$ cat config.mk
export PLATFORM = sky130hd
export DESIGN_NAME = e2q_cordic
export DESIGN_NICKNAME = d
export VERILOG_FILES = /design/src/design/e2q_pkg.sv /design/src/design/e2q_cordic.sv
export SDC_FILE = /design/constraint.sdc
export NUM_CORES = 2
export LEC_CHECK = 0
export CORE_ASPECT_RATIO = 0.6
export CORE_MARGIN = 8
export CORE_UTILIZATION = 35
export CTS_CLUSTER_DIAMETER = 100
export DETAILED_ROUTE_END_ITERATION = 6
export DONT_BUFFER_PORTS = 1
export HOLD_SLACK_MARGIN = 0.15
export PLACE_DENSITY = 0.5
export SLEW_MARGIN = 10
export SYNTH_ARGS = -nofsm -noshare
export SYNTH_HDL_FRONTEND = slang
export SYNTH_SLANG_ARGS = --single-unit
$ cat constraint.sdc
create_clock -name clk -period 16.3 [get_ports clk]
set_input_delay 0.815 -clock clk [delete_from_list [all_inputs] [get_ports clk]]
set_output_delay 0.815 -clock clk [all_outputs]
set_load 0.01 [all_outputs]
$ cat src/design/e2q_pkg.sv
// ----------------------------------------------------------------------------
// Euler to quaternion package
// Types, fixed-point constants and helper functions for the conversion pipe.
// ----------------------------------------------------------------------------
package e2q_pkg;

  localparam int CORDIC_ITERATIONS = 16;
  localparam int ANGLE_FRAC_BITS   = 12;
  localparam int OUT_FRAC_BITS     = 14;
  localparam int WORK_FRAC         = 30;
  localparam int WORK_W            = 34;
  localparam int SC_W              = 32;
  localparam int PROD_W            = 64;
  localparam int AB_W              = 34;
  localparam int TERM_W            = 66;
  localparam int FIN_SHIFT         = 2 * WORK_FRAC - OUT_FRAC_BITS;
  localparam int FIN_W             = TERM_W - FIN_SHIFT;
  localparam int HALF_SHIFT        = WORK_FRAC - 1 - ANGLE_FRAC_BITS;

  localparam logic signed [WORK_W-1:0] PI_Q30      = 34'sd3373259426;
  localparam logic signed [WORK_W-1:0] TWO_PI_Q30  = 34'sd6746518852;
  localparam logic signed [WORK_W-1:0] HALF_PI_Q30 = 34'sd1686629713;
  localparam logic signed [WORK_W-1:0] GAIN_Q30    = 34'sd652032874;

  localparam logic signed [FIN_W-1:0] OUT_LIM = FIN_W'(1) <<< OUT_FRAC_BITS;

  typedef struct packed {
    logic signed [15:0] pitch_angle;
    logic signed [15:0] yaw_angle;
    logic signed [15:0] roll_angle;
  } in_t;

  typedef struct packed {
    logic signed [15:0] quat_w;
    logic signed [15:0] quat_x;
    logic signed [15:0] quat_y;
    logic signed [15:0] quat_z;
  } out_t;

  function automatic logic signed [WORK_W-1:0] atan_at(input int idx);
    logic [31:0] v;
    case (idx)
      0:  v = 32'h3243F6A8;
      1:  v = 32'h1DAC6705;
      2:  v = 32'h0FADBAFC;
      3:  v = 32'h07F56EA6;
      4:  v = 32'h03FEAB76;
      5:  v = 32'h01FFD55B;
      6:  v = 32'h00FFFAAA;
      7:  v = 32'h007FFF55;
      8:  v = 32'h003FFFEA;
      9:  v = 32'h001FFFFD;
      10: v = 32'h000FFFFF;
      11: v = 32'h0007FFFF;
      12: v = 32'h0003FFFF;
      13: v = 32'h0001FFFF;
      14: v = 32'h0000FFFF;
      15: v = 32'h00007FFF;
      16: v = 32'h00003FFF;
      17: v = 32'h00001FFF;
      18: v = 32'h00000FFF;
      19: v = 32'h000007FF;
      20: v = 32'h000003FF;
      21: v = 32'h000001FF;
      22: v = 32'h000000FF;
      23: v = 32'h0000007F;
      default: v = 32'h0;
    endcase
    return $signed({2'b00, v});
  endfunction

  // Rounds a Q.60 product back to Q.30, half up.
  function automatic logic signed [AB_W-1:0] round_q30(input logic signed [PROD_W-1:0] p);
    logic signed [PROD_W-1:0] s;
    s = p + (PROD_W'(1) <<< (WORK_FRAC - 1));
    return s[PROD_W-1:WORK_FRAC];
  endfunction

  // Rounds a Q.60 sum to the output format and clamps it to plus or minus one.
  function automatic logic signed [15:0] finish(input logic signed [TERM_W-1:0] v);
    logic signed [TERM_W-1:0] s;
    logic signed [FIN_W-1:0]  q;
    s = v + (TERM_W'(1) <<< (FIN_SHIFT - 1));
    q = s[TERM_W-1:FIN_SHIFT];
    if (q > OUT_LIM) begin
      q = OUT_LIM;
    end else if (q < -OUT_LIM) begin
      q = -OUT_LIM;
    end
    return q[15:0];
  endfunction

endpackage

$ cat src/design/e2q_cordic.sv
// ----------------------------------------------------------------------------
// Half-angle sine and cosine
// Halves one angle, reduces and folds it, then runs one CORDIC step a stage.
// ----------------------------------------------------------------------------
module e2q_cordic (
  input  logic                                  clk,
  input  logic                                  en,
  input  logic signed [15:0]                    angle,
  output logic signed [e2q_pkg::SC_W-1:0]       sin_o,
  output logic signed [e2q_pkg::SC_W-1:0]       cos_o
);

  localparam int N = e2q_pkg::CORDIC_ITERATIONS;
  localparam int W = e2q_pkg::WORK_W;

  logic signed [W-1:0] red_r;
  logic signed [W-1:0] half_ang;
  logic signed [W-1:0] fold_z;
  logic                fold_neg;

  logic signed [W-1:0] x_r [0:N];
  logic signed [W-1:0] y_r [0:N];
  logic signed [W-1:0] z_r [0:N];
  logic                neg_r [0:N];

  assign half_ang = W'(angle) <<< e2q_pkg::HALF_SHIFT;

  always_ff @(posedge clk) begin
    if (en) begin
      if (half_ang > e2q_pkg::PI_Q30) begin
        red_r <= half_ang - e2q_pkg::TWO_PI_Q30;
      end else if (half_ang < -e2q_pkg::PI_Q30) begin
        red_r <= half_ang + e2q_pkg::TWO_PI_Q30;
      end else begin
        red_r <= half_ang;
      end
    end
  end

  always_comb begin
    if (red_r > e2q_pkg::HALF_PI_Q30) begin
      fold_z   = e2q_pkg::PI_Q30 - red_r;
      fold_neg = 1'b1;
    end else if (red_r < -e2q_pkg::HALF_PI_Q30) begin
      fold_z   = -e2q_pkg::PI_Q30 - red_r;
      fold_neg = 1'b1;
    end else begin
      fold_z   = red_r;
      fold_neg = 1'b0;
    end
  end

  always_ff @(posedge clk) begin
    if (en) begin
      x_r[0]   <= e2q_pkg::GAIN_Q30;
      y_r[0]   <= '0;
      z_r[0]   <= fold_z;
      neg_r[0] <= fold_neg;
    end
  end

  for (genvar i = 0; i < N; i++) begin : g_step
    always_ff @(posedge clk) begin
      if (en) begin
        if (z_r[i] >= 0) begin
          x_r[i+1] <= x_r[i] - (y_r[i] >>> i);
          y_r[i+1] <= y_r[i] + (x_r[i] >>> i);
          z_r[i+1] <= z_r[i] - e2q_pkg::atan_at(i);
        end else begin
          x_r[i+1] <= x_r[i] + (y_r[i] >>> i);
          y_r[i+1] <= y_r[i] - (x_r[i] >>> i);
          z_r[i+1] <= z_r[i] + e2q_pkg::atan_at(i);
        end
        neg_r[i+1] <= neg_r[i];
      end
    end
  end

  logic signed [W-1:0] cos_full;

  assign cos_full = neg_r[N] ? -x_r[N] : x_r[N];
  assign sin_o    = y_r[N][e2q_pkg::SC_W-1:0];
  assign cos_o    = cos_full[e2q_pkg::SC_W-1:0];

  logic unused_z;
  assign unused_z = ^z_r[N];

endmodule

# Yosys cells after proc, flatten, opt, wreduce, memory -nomap -nowiden
# Memories as Yosys holds them, arrays and structs flattened.
# Cells that the tools add are included.
[word_totals]
latchBits = 0
ram_bits = 1751
n_memories = 4
wordCells = 326
inputBits = 18
rom_bits = 0
register_bits = 34
[mem_list]
columns = ["name", "depth", "width", "read_ports", "rd_ports_with_merged_regs", "wr", "line_no", "rtl"]
rows = [
  ["x_r", 17, 34, 17, 0, 17, "e2q_cordic.sv:21", "logic signed [W-1:0] x_r [0:N];"],
  ["y_r", 17, 34, 17, 0, 17, "e2q_cordic.sv:22", "logic signed [W-1:0] y_r [0:N];"],
  ["z_r", 17, 34, 16, 0, 17, "e2q_cordic.sv:23", "logic signed [W-1:0] z_r [0:N];"],
  ["neg_r", 17, 1, 17, 0, 17, "e2q_cordic.sv:24", "logic neg_r [0:N];"],
]
[classes]
add_sub_neg = 100
n_mul = 0
magnitude_cmp = 20
n_eq_ne = 0
muxes = 153
div = 0
bitwise = 48
n_shift = 0
n_reduce_logical = 0
[op_table]
columns = ["operator", "count"]
rows = [
  ["$mux 34", 52],
  ["$ge 34x1->1 const B", 16],
  ["$mux 1", 100],
  ["$add 34x19->34", 2],
  ["$add 34x20->34", 2],
  ["$add 34x21->34", 2],
  ["$add 34x22->34", 2],
  ["$add 34x23->34", 2],
  ["$add 34x24->34", 2],
  ["$add 34x25->34", 2],
  ["$add 34x26->34", 2],
  ["$add 34x27->34", 2],
  ["$add 34x28->34", 2],
  ["$add 34x29->34", 2],
  ["$add 34x30->34", 2],
  ["$add 34x31->34", 2],
  ["$add 34x32->34", 2],
  ["$add 34x33->34", 2],
  ["$sub 33x34->34 const A", 2],
  ["$sub 34x19->34", 2],
  ["$sub 34x20->34", 2],
  ["$sub 34x21->34", 2],
  ["$sub 34x22->34", 2],
  ["$sub 34x23->34", 2],
  ["other kinds (53)", 111],
]

# Longest topological paths before layout
# An unclocked memory read counts as a cell.
[depth]
word_depth = 6
mapped_depth = 22
depth_no_buf = 21

# Worst setup path before layout
# No wires, ideal clock.
[synth_timing]
path_kind = "input -> register"
start = "in en"
end = "mem z_r[4][32] (netlist bit) (data pin)"
stages = 17
path_buffers = 4
slack_ns = 10.913
t_arrival_ns = 5.129
path_cell_list = "clkbuf_1 -> clkbuf_1 -> nand2_1 -> inv_1 -> clkbuf_1 -> buf_1 -> ha_1 -> and3_1 -> a2111oi_0 -> o211a_1 -> o21ai_0 -> nand4_1 -> a21boi_0 -> o21a_1 -> o21ai_0 -> o311a_1 -> xnor2_1"
[synth_lines]
columns = ["item", "line_no", "rtl"]
rows = [
  ["start, declared", "e2q_cordic.sv:7", "input logic en,"],
  ["end, declared", "e2q_cordic.sv:23", ""],
]

==> impl_metrics.csv <==
group,metric,value,unit
outcome,status,"completed",
clock_tree,cts-htree-levels,4,
sta,grt_setup_unrepaired,"false",
sta,min_cycle_time_layout,7.68,ns
global_route,globalRouteTotalUtil,19.1,%
finish,area_growth_syn_to_layout,8.94,%
finish,design_area,141000,µm²
placed_design,preCtsSetupSlack,7.94,ns
yosys,post-synth-top-area-cell,"edfxtp_1",
sta,worstMarginPinSlew,1.28,ns
finish,fin_nets,15100,
placed_design,dp.final_hpwl,308000,µm
clock_tree,cts_inserted_buffers,180,
route,drt_iter0_drc,11100,
flow_run,drv.max_cap_violation_count,0,
floorplan,die_footprint,390000,µm²
route,dr.pass1.iters,6,
clock_tree,clock_insertion_delay_worst_skew,0.87,ns
yosys,postSynth.asyncResetShare,0,%
min_path,hold_path.class,"in2reg",
yosys,ys_types,100,
floorplan,design.portCount,82,
clock_tree,tritoncts_num_sinks,1518,
finish,final_layout_size_suffix_gt1_share,3.73,%
yosys,synth.net_count,15000,
sta,hold_ws,0.257,ns
route,routed_wirelength,389000,µm
sta,finalSetupViolCount,0,
floorplan,die_height,487,µm
yosys,synth-seq-area-share,35.2,%
yosys,synth_enable_flop_cells,1518,
critical_path,timing.rr.start,"x_r[10][20]",
global_route,grt_first_pass_wirelength,591000,µm
route,route.detailed.drc,0,
min_path,hold_depth,2,
sta,worst_slack,8.62,ns
yosys,synth_area,129000,µm²
floorplan,dieWidth,801,µm
yosys,synthCells,13500,
finish,n_fill_cell,36800,
clock_tree,tritoncts,"built",
critical_path,timing.rr.end,"y_r[11][32]",
critical_path,register_to_register_path_depth,19,
global_route,grt_antenna_before_repair,8,
sta,final_hold_viol_count,0,
clock_tree,ctsLongestPathBuffers,4,
critical_path,kind_of_critical_path,"in2reg",
route,antenna_violating_nets_remaining,0,
sta,max_clock_freq,130,MHz
floorplan,fp.coreArea,369000,µm²
critical_path,setup.worst_path.end,"x_r[12][32]",
global_route,number_of_global_route_vias_before_repair,92500,
critical_path,timing.critical_path.arrival,8.27,ns
sta,relSlewSlack,12.3,%
critical_path,critical_path.startpoint,"en",
yosys,post-synth-top-area-fraction,35.2,%
route,routed-via-count,104000,
yosys,synth.ff_latch_count,1518,
route,wire_per_inst,20.9,µm
yosys,synth_flop_cell,"edfxtp_1",
yosys,synth_warnings,0,
yosys,synth.top_cells.by_count,"1518 x edfxtp_1, 1438 x ha_1, 1340 x a21oi_1",
floorplan,floorplan.rows,173,
placed_design,placement.io_buffers,0,
yosys,post-synth-top-count-cell,"edfxtp_1",
global_route,globalRouteOverflowTotal,0,
route,avgViaCountPerCell,5.59,
yosys,synth.avg_cell_area,9.55,µm²
clock_tree,clkTransAtPathRegs,0.06,ns
critical_path,worst_setup_path_end_kind,"flop",
sta,final.setup.tns,0,ns
sta,drv_slew,0,
yosys,cells_taking_the_most_area_after_synthesis,"edfxtp_1 35%, ha_1 14%, xnor2_1 8.3%, a21oi_1 5.2%, xor2_1 4.2%",
clock_tree,cts-root-buf,"clkbuf_16",
sta,finalCritPeriodShare,47.1,%
critical_path,path_max_fanout,227,
sta,clock-skew-final,0.0551,ns
placed_design,gp_routability_congestion,0.901,
critical_path,worst_ep_required_time,16.89,ns
floorplan,floorplan.initialDensity,35.0,%
critical_path,regToRegSetupSlack,9.44,ns
critical_path,critPathLaunchType,"input port",
placed_design,placedInstanceArea,135000,µm²
global_route,grt_start_max_net_pins,256,
==> cell families after synthesis <==
kind of cell | Yosys count | synth area share [%]
mux | 110 | 0.897
compound gates | 4186 | 20.8
xor+xnor | 1849 | 12.5
buf+inv | 799 | 2.33
fa+ha+maj | 1479 | 14.5
simple gates | 3607 | 13.6
flops | 1518 | 35.2
==> metal layers <==
metal | up-vias | global-route usage (%) | routed length (µm)
li1 | 50900 | - | -
met1 | 49500 | 35.3 | 232000
met2 | 3532 | 19.7 | 113000
met3 | 280 | 5.21 | 40400
met4 | 2 | 2.28 | 4070
met5 | - | 0 | 16
==> worst min-delay path by stage <==
stage	startpoint	end	slack (ns)
after detailed placement	neg_r[12]	neg_r[13]	0.41
final	angle[15]	red_r[32]	0.26
after global routing	angle[6]	red_r[23]	0.20
after global placement	z_r[0][2]	z_r[1][2]	0.40
after CTS	angle[15]	red_r[33]	0.16
after floorplan	neg_r[9]	neg_r[10]	0.40
==> sequential cells by signal (all words and copies together), names as in the netlist <==
name and flops:
red_r 20, x_r 482, neg_r 17, y_r 509, z_r 490
==> cell usage in the layout, fill, tap and decap left out, drive strengths merged, types with 63 or more instances in the layout <==
| cell | Yosys | final |
|---|---|---|
| nor3 | 381 | 381 |
| ha | 1438 | 1438 |
| mux2i | 66 | 66 |
| nor4 | 89 | 89 |
| inv | 577 | 587 |
| o21bai | 163 | 163 |
| a31oi | 120 | 120 |
| nand2 | 725 | 725 |
| nor2 | 1107 | 1107 |
| and2 | 79 | 79 |
| xor2 | 619 | 619 |
| o21a | 207 | 207 |
| nand3 | 241 | 241 |
| and3 | 141 | 141 |
| o41ai | 64 | 64 |
| o31ai | 157 | 157 |
| a21o | 631 | 631 |
| a211oi | 124 | 124 |
| clkinv | 5 | 75 |
| nand2b | 210 | 210 |
| edfxtp | 1518 | 1518 |
| nand4 | 87 | 87 |
| o21ai | 726 | 726 |
| nor2b | 194 | 194 |
| or3 | 121 | 121 |
| clkbuf | 178 | 217 |
| buf | 39 | 67 |
| a21oi | 1343 | 1343 |
| xnor2 | 1229 | 1229 |
| a21boi | 63 | 63 |
| o211ai | 99 | 99 |
==> metrics by stage <==
step                      utilization [%]  instances
final                                38.2      18600
after global routing                 38.2      18600
after CTS                            38.2      18600
after detailed placement             36.7      18300
after global placement               36.7      18300
after floorplan                         -      13500
==> area by class of cell <==
cell class                 instances  area, µm²  share of cell area, %
clock inverter                    98        709                  0.503
tap                             4900       6130                   4.35
timing repair buffer              78        813                  0.577
inverter                         582       2180                   1.55
clock buffer                     217       4710                   3.34
antenna                            2       5.00                0.00355
multi-input combinational      11200      80800                   57.3
sequential                      1518      45600                   32.3
==> critical path, cell delays in order <==
cell	delay [ns]
buf_16	0.55
buf_16	0.81
nand2_2	0.79
inv_2	0.70
buf_4	0.49
nor2_1	0.10
xor2_1	0.16
ha_1	0.34
a21o_1	0.17
a21oi_1	0.30
o21ai_1	0.18
a221oi_1	0.60
a311oi_1	0.38
a41o_1	0.38
o41a_1	0.32
a21o_1	0.21
a311oi_2	0.26
xnor2_1	0.10
==> timing repair <==
item                       in CTS  in global routing
hold buffers                   12                  0
resized for setup               0                  0
hold endpoints to repair      133                  0
setup endpoints to repair       0                  0
setup buffers                   0                  0
Power is left out: the tool's default activity adds up to more than one toggle a clock period on the data nets, which glitch-free logic cannot reach.
